## src/assert_macros.svh

```systemverilog
// Assertion helpers for the base64 encoder.
// Both macros sample on the rising edge of clk.
`ifndef ASSERT_MACROS_SVH
`define ASSERT_MACROS_SVH

// Checked only outside reset.
`define B64E_ASSERT(lbl, prop, msg) \
  lbl: assert property (@(posedge clk) disable iff (rst) (prop)) else $error(msg);

// Checked at every edge, reset included.
`define B64E_ASSERT_ALWAYS(lbl, prop, msg) \
  lbl: assert property (@(posedge clk) (prop)) else $error(msg);

`endif

```

## src/b64e_pkg.sv

```systemverilog
package b64e_pkg;

  // Default number of encoded groups that can wait between front and back.
  localparam int QUEUE_DEPTH = 2;

  // Byte counts of a group.
  localparam logic [1:0] GROUP_ONE  = 2'd1;
  localparam logic [1:0] GROUP_TWO  = 2'd2;
  localparam logic [1:0] GROUP_FULL = 2'd3;

  // Index of the fourth character of a group.
  localparam logic [1:0] CHAR_LAST_IDX = 2'd3;

  // ASCII codes used outside the letter and digit ranges.
  localparam logic [6:0] CHAR_PAD   = 7'd61;  // '='
  localparam logic [6:0] CHAR_PLUS  = 7'd43;  // '+'
  localparam logic [6:0] CHAR_SLASH = 7'd47;  // '/'
  localparam logic [6:0] CHAR_UPPER = 7'd65;  // 'A'
  localparam logic [6:0] CHAR_LOWER = 7'd71;  // 'a' minus 26
  localparam logic [6:0] CHAR_DIGIT = 7'd4;   // 52 minus '0'

  // One group handed from front to back: bytes left-aligned and zero-filled.
  typedef struct packed {
    logic [23:0] word;
    logic [1:0]  total;
    logic        last;
  } b64e_group_t;

  // Queue status seen by the front, the back and the checks.
  typedef struct packed {
    logic full;
    logic empty;
  } b64e_qstat_t;

  // Maps a six-bit value to its character in the standard alphabet.
  function automatic logic [6:0] b64e_char(input logic [5:0] sextet);
    logic [6:0] code;
    code = {1'b0, sextet};
    if (sextet < 6'd26) begin
      return code + CHAR_UPPER;
    end else if (sextet < 6'd52) begin
      return code + CHAR_LOWER;
    end else if (sextet < 6'd62) begin
      return code - CHAR_DIGIT;
    end else if (sextet == 6'd62) begin
      return CHAR_PLUS;
    end else begin
      return CHAR_SLASH;
    end
  endfunction

endpackage

```

## src/base64_stream_encoder.sv

```systemverilog
// Streaming base64 encoder with the standard alphabet and '=' padding.
// Input channel: in_valid/in_ready carry one message byte (data_byte) and
// is_final, which marks the last byte of a message. Output channel:
// out_valid/out_ready carry one ASCII character (out_char); out_last is set
// on the final character of the message.
// Every third byte, or a byte with is_final set, closes a group. The group
// goes into a queue of QUEUE_DEPTH entries and is spelled out as four
// characters, one per cycle while the receiver accepts them; a short group
// ends in one or two '='. A group passes through the queue slot, the back's
// group register and the output register before its first character is
// valid. The single output character port sets the throughput: four
// characters per group of three bytes. Bytes are taken one per cycle while
// the queue has room.
// Reset clears the open group, the queue and the output register; the next
// byte starts a new message. If the receiver stalls, the current character
// is held, the queue fills, and in_ready drops once it is full.
`include "assert_macros.svh"

module base64_stream_encoder
  import b64e_pkg::*;
#(
  parameter int QUEUE_DEPTH_P = QUEUE_DEPTH
) (
  input  logic       clk,
  input  logic       rst,
  input  logic       in_valid,
  output logic       in_ready,
  input  logic [7:0] data_byte,
  input  logic       is_final,
  output logic       out_valid,
  input  logic       out_ready,
  output logic [6:0] out_char,
  output logic       out_last
);

  b64e_qstat_t q_stat;
  b64e_group_t grp_in;
  b64e_group_t grp_head;
  logic        push;
  logic        pop;

  // Front: gathers bytes into groups.
  b64e_front u_front (
    .clk      (clk),
    .rst      (rst),
    .in_valid (in_valid),
    .in_ready (in_ready),
    .data_byte(data_byte),
    .is_final (is_final),
    .q_stat   (q_stat),
    .push     (push),
    .grp      (grp_in)
  );

  // Queue of finished groups.
  b64e_queue #(
    .DEPTH(QUEUE_DEPTH_P)
  ) u_queue (
    .clk     (clk),
    .rst     (rst),
    .push    (push),
    .push_grp(grp_in),
    .pop     (pop),
    .head    (grp_head),
    .q_stat  (q_stat)
  );

  // Back: four characters per group.
  b64e_back u_back (
    .clk      (clk),
    .rst      (rst),
    .head     (grp_head),
    .q_stat   (q_stat),
    .pop      (pop),
    .out_valid(out_valid),
    .out_ready(out_ready),
    .out_char (out_char),
    .out_last (out_last)
  );

  // Queue is never written when full nor read when empty.
  `B64E_ASSERT(a_no_overflow, push |-> !q_stat.full, "group pushed into a full queue")
  `B64E_ASSERT(a_no_underflow, pop |-> !q_stat.empty, "group popped from an empty queue")
  // A group holds at least one byte, and a short group only closes a message.
  `B64E_ASSERT(a_group_nonempty, push |-> grp_in.total != 2'd0, "empty group pushed")
  `B64E_ASSERT(a_short_is_last, push && grp_in.total != GROUP_FULL |-> grp_in.last,
               "short group without final mark")
  // Nothing leaves the block in the cycle after a reset edge.
  `B64E_ASSERT_ALWAYS(a_reset_quiet, rst |=> !out_valid, "output valid after reset")

endmodule

```

## src/b64e_front.sv

```systemverilog
module b64e_front
  import b64e_pkg::*;
(
  input  logic        clk,
  input  logic        rst,
  input  logic        in_valid,
  output logic        in_ready,
  input  logic [7:0]  data_byte,
  input  logic        is_final,
  input  b64e_qstat_t q_stat,
  output logic        push,
  output b64e_group_t grp
);

  logic [15:0] pending;
  logic [1:0]  count;
  logic [1:0]  held;
  logic [1:0]  total;
  logic        complete;
  logic        accept;

  // A request is taken whenever the queue has room for a finished group.
  assign in_ready = !q_stat.full;
  assign accept   = in_valid && in_ready;

  // Classify the byte: does it close the current group?
  always_comb begin
    held     = (count == GROUP_FULL) ? GROUP_TWO : count;
    total    = held + 2'd1;
    complete = (total == GROUP_FULL) || is_final;
    push     = accept && complete;
    grp.total = total;
    grp.last  = is_final;
    case (total)
      GROUP_ONE: grp.word = {data_byte, 16'h0000};
      GROUP_TWO: grp.word = {pending[7:0], data_byte, 8'h00};
      default:   grp.word = {pending, data_byte};
    endcase
  end

  // Hold the bytes of an open group.
  always_ff @(posedge clk) begin
    if (rst) begin
      count <= '0;
    end else if (accept) begin
      count <= complete ? 2'd0 : total;
    end
  end

  always_ff @(posedge clk) begin
    if (accept) begin
      pending <= complete ? 16'h0000 : {pending[7:0], data_byte};
    end
  end

endmodule

```

## src/b64e_queue.sv

```systemverilog
module b64e_queue
  import b64e_pkg::*;
#(
  parameter int DEPTH = QUEUE_DEPTH
) (
  input  logic        clk,
  input  logic        rst,
  input  logic        push,
  input  b64e_group_t push_grp,
  input  logic        pop,
  output b64e_group_t head,
  output b64e_qstat_t q_stat
);

  localparam int PTR_W = (DEPTH > 1) ? $clog2(DEPTH) : 1;
  localparam int CNT_W = $clog2(DEPTH + 1);

  b64e_group_t slots [DEPTH];
  logic [PTR_W-1:0] wr_ptr;
  logic [PTR_W-1:0] rd_ptr;
  logic [CNT_W-1:0] fill;

  assign q_stat.full  = (fill == CNT_W'(DEPTH));
  assign q_stat.empty = (fill == '0);
  assign head         = slots[rd_ptr];

  // Pointers wrap at the depth, which need not be a power of two.
  always_ff @(posedge clk) begin
    if (rst) begin
      wr_ptr <= '0;
      rd_ptr <= '0;
      fill   <= '0;
    end else begin
      if (push) begin
        wr_ptr <= (wr_ptr == PTR_W'(DEPTH - 1)) ? '0 : wr_ptr + 1'b1;
      end
      if (pop) begin
        rd_ptr <= (rd_ptr == PTR_W'(DEPTH - 1)) ? '0 : rd_ptr + 1'b1;
      end
      if (push && !pop) begin
        fill <= fill + 1'b1;
      end else if (pop && !push) begin
        fill <= fill - 1'b1;
      end
    end
  end

  // Group storage.
  always_ff @(posedge clk) begin
    if (push) begin
      slots[wr_ptr] <= push_grp;
    end
  end

endmodule

```

## src/b64e_back.sv

```systemverilog
module b64e_back
  import b64e_pkg::*;
(
  input  logic        clk,
  input  logic        rst,
  input  b64e_group_t head,
  input  b64e_qstat_t q_stat,
  output logic        pop,
  output logic        out_valid,
  input  logic        out_ready,
  output logic [6:0]  out_char,
  output logic        out_last
);

  logic        busy;
  b64e_group_t cur;
  logic [1:0]  idx;
  logic        emit;
  logic        done;
  logic [5:0]  sextet;
  logic [6:0]  char_next;

  // A character moves into the output register when that register is free.
  always_comb begin
    emit = busy && (!out_valid || out_ready);
    done = emit && (idx == CHAR_LAST_IDX);
    pop  = !q_stat.empty && (!busy || done);
    case (idx)
      2'd0:    sextet = cur.word[23:18];
      2'd1:    sextet = cur.word[17:12];
      2'd2:    sextet = cur.word[11:6];
      default: sextet = cur.word[5:0];
    endcase
    char_next = (idx > cur.total) ? CHAR_PAD : b64e_char(sextet);
  end

  // Group being spelled out and its character counter.
  always_ff @(posedge clk) begin
    if (rst) begin
      busy <= 1'b0;
      idx  <= '0;
    end else if (pop) begin
      busy <= 1'b1;
      idx  <= '0;
    end else begin
      if (done) begin
        busy <= 1'b0;
      end
      if (emit) begin
        idx <= idx + 2'd1;
      end
    end
  end

  always_ff @(posedge clk) begin
    if (pop) begin
      cur <= head;
    end
  end

  // Output register.
  always_ff @(posedge clk) begin
    if (rst) begin
      out_valid <= 1'b0;
    end else if (emit) begin
      out_valid <= 1'b1;
    end else if (out_ready) begin
      out_valid <= 1'b0;
    end
  end

  always_ff @(posedge clk) begin
    if (emit) begin
      out_char <= char_next;
      out_last <= cur.last && (idx == CHAR_LAST_IDX);
    end
  end

endmodule
```

## config.mk

```make
export PLATFORM = sky130hd
export DESIGN_NAME = base64_stream_encoder
export DESIGN_NICKNAME = d
export VERILOG_FILES = /design/src/b64e_pkg.sv /design/src/base64_stream_encoder.sv /design/src/b64e_front.sv /design/src/b64e_queue.sv /design/src/b64e_back.sv
export VERILOG_INCLUDE_DIRS = /design/src /design/src/src
export SDC_FILE = /design/constraint.sdc
export NUM_CORES = 1
export LEC_CHECK = 0
export ABC_AREA = 0
export BUFFER_PORTS_ARGS = -buffer_cell sky130_fd_sc_hd__buf_2
export CORE_MARGIN = 2
export CORE_UTILIZATION = 61
export CTS_BUF_LIST = sky130_fd_sc_hd__clkbuf_16
export DETAILED_ROUTE_END_ITERATION = 10
export GPL_TIMING_DRIVEN = 0
export PLACE_DENSITY = 0.79
export SLEW_MARGIN = 20
export SYNTH_ARGS = -nofsm -noshare
export SYNTH_HDL_FRONTEND = slang
export SYNTH_SLANG_ARGS = --single-unit
```

## constraint.sdc

```tcl
create_clock -name clk -period 4 [get_ports clk]
set_clock_uncertainty 0.05 [all_clocks]
set_input_delay 0.8 -clock clk [delete_from_list [all_inputs] [get_ports clk]]
set_output_delay 0.8 -clock clk [all_outputs]
set_load 0.02 [all_outputs]
```

### Word-level counts from Yosys, hierarchy flattened

Memory sizes are Yosys's and may differ from the RTL's. A register that Yosys moved wholly into a read port is not among the register bits.
Index checks and enable logic that the tools add are counted.

* register bits after elaboration: 34
* latch bits: 0
* RAM bits: 54
* memory bits (read-only): 0
* bits of input ports: 13
* output and inout bits: 10
* logic and storage cells: 74
* memories kept: 1

Memory list
* u_queue.slots: words 2, width 27, rd ports 1, clocked after memory_dff 1, wr ports 1, line b64e_queue.sv:18 `b64e_group_t slots [DEPTH];`

* add/sub/neg operators: 9
* multipliers: 0
* divide/modulo/power cells: 0
* order comparisons: 4
* equal/unequal tests: 9
* shift operators: 0
* muxes and demuxes: 18
* bitwise gates (word level): 0
* reductions and logical operators: 23

Operators with widths (count)
* $pmux W24 S2: 1
* $mux W7: 3
* $pmux W6 S3: 1
* $add A6 B7 Y7 const B: 2
* $eq A2 B2 Y1 const B: 6
* $lt A6 B6 Y1 const B: 2
* $logic_and A1 B1 Y1: 8
* $mux W1: 8
* $mux W2: 4
* $sub A6 B3 Y7 const B: 1
* $add A2 B1 Y2 const B: 3
* $eq A6 B6 Y1 const B: 1
* $logic_not A1 Y1: 6
* $lt A6 B5 Y1 const B: 1
* $reduce_bool A2 Y1: 3
* $eq A2 B1 Y1 const B: 2
* $logic_not A2 Y1: 2
* $logic_or A1 B1 Y1: 3
* $mux W3: 1
* $add A1 B1 Y1 const B: 2
* $gt A2 B2 Y1: 1
* $reduce_or A2 Y1: 1
* $sub A2 B1 Y2 const B: 1

### Longest topological paths before layout

* word-level depth: 10
* depth in mapped cells: 10
* depth with buffers taken out: 10

### Cells and area by module

Synthesis repeated with hierarchy kept, for this count alone.

* cells, all modules: 356
* area total of the unflattened synthesis: 5119.9 µm²

Modules (own cells, without submodules)
* b64e_queue: instances 1, cells each 106, area each 2153.3 µm², seq. area each 1721.7 µm²
* b64e_back: instances 1, cells each 155, area each 1938.1 µm², seq. area each 1131.1 µm²
* b64e_front: instances 1, cells each 95, area each 1028.5 µm², seq. area each 520.5 µm²

### Worst setup path before layout

OpenSTA, ideal clock, no wires.

* path kind: input to register
* start point: input out_ready
* end point: register u_queue.fill[1]
* library setup time: 71 ps
* data arrival time: 3505 ps
* required time: 3879 ps
* setup slack: 374 ps
* cell stages on the path: 7
* path buffers: 0
* path through: nand2b_1 nand2_1 a21oi_1 inv_1 ha_1 or3_1 a21oi_1

* longest elaborated chain between the ends: 8
* elaborated cells between the ends (all ways): 10
* those cells by class: mux: 1; reduce/logical: 9

RTL lines
* start: declaration: line base64_stream_encoder.sv:31 `input logic out_ready,`
* $logic_or A1 B1 Y1 *: line b64e_back.sv:25 `emit = busy && (!out_valid || out_ready);`
* $logic_and A1 B1 Y1 *: line b64e_back.sv:25
* $logic_and A1 B1 Y1 *: line b64e_back.sv:26 `done = emit && (idx == CHAR_LAST_IDX);`
* $logic_or A1 B1 Y1 *: line b64e_back.sv:27 `pop = !q_stat.empty && (!busy || done);`
* $logic_and A1 B1 Y1 *: line b64e_back.sv:27
* net pop: line base64_stream_encoder.sv:40 `logic pop;`
* $logic_not A1 Y1: line b64e_queue.sv:40 `if (push && !pop) begin`
* $logic_and A1 B1 Y1: line b64e_queue.sv:40
* $mux W2 / $reduce_bool A2 Y1 (equally long branches)
* end signal: assignment: line b64e_queue.sv:41 `fill <= fill + 1'b1;`
* end signal: assignment: line b64e_queue.sv:43 `fill <= fill - 1'b1;`
* end: declaration: line b64e_queue.sv:21 `logic [CNT_W-1:0] fill;`

Mark *: on every way through the listed nets, which the timed path passes. The rest lies on a longest branch.
A chain may end at the register's enable or synchronous reset.

### Worst setup path in the final report

* start point: register u_back.idx[0]
* end point: register u_back.out_char[2], data pin

* longest elaborated chain between the ends: 7
* elaborated cells between the ends (all ways): 16
* those cells by class: add/sub: 3; order compare: 4; eq/ne: 3; mux: 5; reduce/logical: 1

RTL lines
* start: declaration: line b64e_back.sv:17 `logic [1:0] idx;`
* start signal: assignment: line b64e_back.sv:50 `idx <= idx + 2'd1;`
* branches (longest 7 deep; another with $sub A6 B3 Y7)
* end signal: assignment: line b64e_back.sv:74 `out_char <= char_next;`
* end: declaration: line b64e_back.sv:11 `output logic [6:0] out_char,`

Several ways; the timed one is not identified.

==> results.py <==
metrics = {
    "synthesis": {
        "ys_dominant_reg_cell": "sky130_fd_sc_hd__edfxtp_1",
        "postSynthRegisterBits": 115,
        "synth_top_area_frac": 0.626,
        "postSynthNetCount": 372,
        "synth.yosys.seq_area_share": 0.666,
        "number_of_enable_type_register_cells_in_the_synthesized_netlist": 105,
        "synth.area.top_cells": "sky130_fd_sc_hd__edfxtp_1 (63%), sky130_fd_sc_hd__mux2_2 (6.3%), sky130_fd_sc_hd__dfxtp_1 (4.0%)",
        "yosys.cell_types.count": 54,
        "synth_area_per_cell_um2": 14.5,
        "asr_flop_ratio_synth": 0,
        "synthCells": 348,
        "synth_warnings": 0,
        "synthDominantAreaCellType": "sky130_fd_sc_hd__edfxtp_1",
        "netlist_area_mm2": 0.00504,
    },
    "placement": {
        "post-place-cells": 477,
        "globalplace.congestion": 0.867,
        "placement.setup.worst_slack_ns": 1.01,
        "port_bufs": 21,
        "dp_hpwl_mm": 6.18,
    },
    "setup_path": {
        "critical-path-top-cell-by-count": "sky130_fd_sc_hd__ha_1",
        "timing.critical_path.arrival_ns": 2.99,
        "timing.critical_path.required_ns": 4.08,
        "critical_path.cell_chain": "inv_1, ha_1, a222oi_1, mux2_4, inv_2, ha_1, and3_1, a211oi_1, o211ai_1",
        "cpMaxStageDelayCell": "sky130_fd_sc_hd__a222oi_1",
        "r2r_setup_slack_ns": 1.09,
        "timing.critical_path.slowest_cell_delay_ns": 0.52,
        "cp.depth": 9,
        "timing.critical_path.to": "u_back.out_char[2]",
        "r2r.worst_path.cells": 9,
        "startpoint_of_the_most_critical_register_to_register_path": "u_back.idx[0]",
        "classification_of_the_worst_setup_path": "register to register",
        "maximum_net_fanout_on_the_critical_path": 10,
        "crit_buf_inv": 2,
        "cell_family_contributing_the_most_delay_on_the_critical_path": "compound AO/OA/AOI/OAI gates",
        "crit_path_start": "u_back.idx[0]",
        "kind_of_capture_point_of_the_worst_setup_path": "register",
        "critPathLaunchType": "register",
        "capture_point_of_the_worst_reg_to_reg_path": "u_back.out_char[2]",
    },
    "timing": {
        "fin_crit_sh": 0.727,
        "timing_max_transition_violations_final": 0,
        "period_minus_slack_ns": 2.91,
        "finalHoldViolCount": 0,
        "fin_ws_ns": 1.09,
        "rsz0062_at_grt": "no",
        "max_freq_mhz": 344,
        "slew_headroom": 0.441,
        "timing_worst_slew_pin_value_ns": 0.834,
        "setup_tns_ns": 0,
        "setup_viol": 0,
    },
    "clock_tree": {
        "clk_pin_slew_ns": 0.05,
        "cts_buffers": 17,
        "cts_max_level": 4,
        "clkSinkCount": 115,
        "skew_pair_late_insertion_delay_ns": 0.40,
        "cts.repair_timing.setup_buffer_count": 0,
        "cts.path.max_buffers": 2,
        "postCtsResizedCells": 0,
        "tritoncts": "yes",
        "root_buffer_master": "sky130_fd_sc_hd__clkbuf_16",
        "hold_buf_count_cts": 0,
    },
    "cells_and_area": {
        "layout.cells.most_common": "sky130_fd_sc_hd__edfxtp_1",
        "final_cells": 509,
        "utilization": 0.733,
        "drive_gt1_frac": 0.250,
        "finish.net_count": 415,
        "diodes": 0,
        "flow.area_growth_from_synthesis_pct": 17.7,
        "most-common-layout-cells": "sky130_fd_sc_hd__edfxtp_1 (105), sky130_fd_sc_hd__mux2_2 (28), sky130_fd_sc_hd__and2_1 (25), sky130_fd_sc_hd__buf_2 (22), sky130_fd_sc_hd__clkbuf_16 (17)",
    },
    "floorplan": {
        "dieArea_mm2": 0.00900,
        "core_area_mm2": 0.00809,
        "floorplan.io_pins": 23,
        "num_rows": 33,
        "die_width_um": 94.9,
        "initial_utilization": 0.623,
        "die_h_um": 94.9,
    },
    "pwr": {
        "leakage_nw": 2.18,
        "total_power_consumption_mw": 4.71,
        "vdd_ir_drop_max_mv": 0.371,
        "powerDensity_mw_per_mm2": 794,
    },
    "job": {
        "maxCapViolations": 0,
    },
    "routing": {
        "drc": 0,
        "routed_wirelength_mm": 9.48,
        "wl_per_cell_um": 18.6,
        "detailroute.via_count": 2979,
        "route.detailed.vias_per_inst": 5.85,
        "initialDrtViolationCount": 300,
        "drtAntennaViolNets": 0,
        "drt_first_pass_iters": 4,
    },
    "grt": {
        "number_of_global_route_vias_before_repair": 3021,
        "grt_antenna_before_repair": 0,
        "gr-total-overflow": 0,
        "grt_max_degree": 28,
        "grt_util_all_layers": 0.234,
        "global_route_wire_length_before_repair_mm": 15.2,
    },
    "outcome": {
        "outcome": "finished, final reports clean",
    },
    "worst_hold_path": {
        "worstHoldPathType": "register to register",
    },
}
==> cells by family (layout without fill, tap and decap cells) <==
logic type / Yosys count / after routing / share of synthesized area
AO/OA/AOI/OAI: 68 / 68 / 0.0983
XOR/XNOR: 6 / 6 / 0.0104
adder cells (fa/ha/maj): 11 / 11 / 0.0273
buffers and inverters: 32 / 88 / 0.0273
flip-flops: 115 / 115 / 0.666
multiplexers: 43 / 43 / 0.0961
AND/OR/NAND/NOR: 73 / 73 / 0.0750
==> worst min-delay path by stage <==
stage                         from               end  depth (start not counted)
6_report           u_queue.fill[1]   u_queue.fill[1]                          2
5_1_grt        u_queue.slots[1][4]     u_back.cur[4]                          1
4_1_cts            u_queue.fill[1]   u_queue.fill[1]                          2
3_5_place_dp       u_queue.fill[1]   u_queue.fill[1]                          2
3_3_place_gp           u_back.busy  u_back.out_valid                          2
2_1_floorplan          u_back.busy  u_back.out_valid                          2
==> Yosys cell counts, types with 2 or more instances <==
cell type                   number
sky130_fd_sc_hd__clkbuf_1       10
sky130_fd_sc_hd__a31oi_1         3
sky130_fd_sc_hd__ha_1           11
sky130_fd_sc_hd__mux2_4          3
sky130_fd_sc_hd__edfxtp_1      105
sky130_fd_sc_hd__o2111ai_1       2
sky130_fd_sc_hd__nand2b_1        2
sky130_fd_sc_hd__o21ai_0        14
sky130_fd_sc_hd__and2_1         26
sky130_fd_sc_hd__a31o_2          2
sky130_fd_sc_hd__o21ai_1         2
sky130_fd_sc_hd__dfxtp_1        10
sky130_fd_sc_hd__xor2_1          2
sky130_fd_sc_hd__mux2_2         28
sky130_fd_sc_hd__a222oi_1        5
sky130_fd_sc_hd__nor3_1          6
sky130_fd_sc_hd__inv_2           2
sky130_fd_sc_hd__nor2_1         13
sky130_fd_sc_hd__a22oi_1         3
sky130_fd_sc_hd__o211ai_1        3
sky130_fd_sc_hd__inv_1          16
sky130_fd_sc_hd__a22o_1          8
sky130_fd_sc_hd__a21oi_1        10
sky130_fd_sc_hd__a211oi_1        2
sky130_fd_sc_hd__xnor2_1         4
sky130_fd_sc_hd__nand2_1        15
sky130_fd_sc_hd__nand3_1         4
sky130_fd_sc_hd__mux2i_1        11
==> tightest hold or removal path: cells and delay by family (launching register included) <==
family	cells	cell delay [ns]
flops	1	0.33
compound gates	2	0.13
==> power by group <==
group	total (mW)	internal (mW)	leakage, nW	switching [mW]
sequential	1.78	1.68	1.07	0.101
combinational	1.44	0.581	0.818	0.859
clock	1.48	0.971	0.292	0.514
==> routing by layer <==
metal / wire, µm / track usage / vias to the layer above
met3: 328 / 0.0718 / 8
met2: 4970 / 0.397 / 89
met5: 0 / 0 / -
met1: 4090 / 0.277 / 1465
li1: - / - / 1417
met4: 91 / 0.100 / 0
==> flip-flops by register name, summed over array words and instances, names as in the netlist, 2 cells and up <==
signal and count:
u_back.out_char 7, u_front.pending 16, u_back.cur 27, u_back.idx 2, u_queue.fill 2, u_queue.slots 54
u_front.count 2
==> area by class of cell <==
cell class                      instances  area, µm²
Buffer                                 14       70.1
Clock buffer                           17        425
Clock inverter                         15        166
Fill cell                             482       2160
Inverter                               18       67.6
Multi-Input combinational cell        201       1570
Sequential cell                       115       3350
Tap cell                              105        131
Timing Repair Buffer                   24        151
==> per-stage QoR <==
| stage | hold slack (ns) | instance area (µm²) |
|---|---|---|
| after global routing | 0.502 | 5930 |
| after CTS | 0.455 | 5930 |
| after floorplan | 0.415 | 5040 |
| after global placement | 0.427 | 5280 |
| after detailed placement | 0.459 | 5340 |
| final | 0.458 | 5930 |
(Power assumes the default switching activity.)
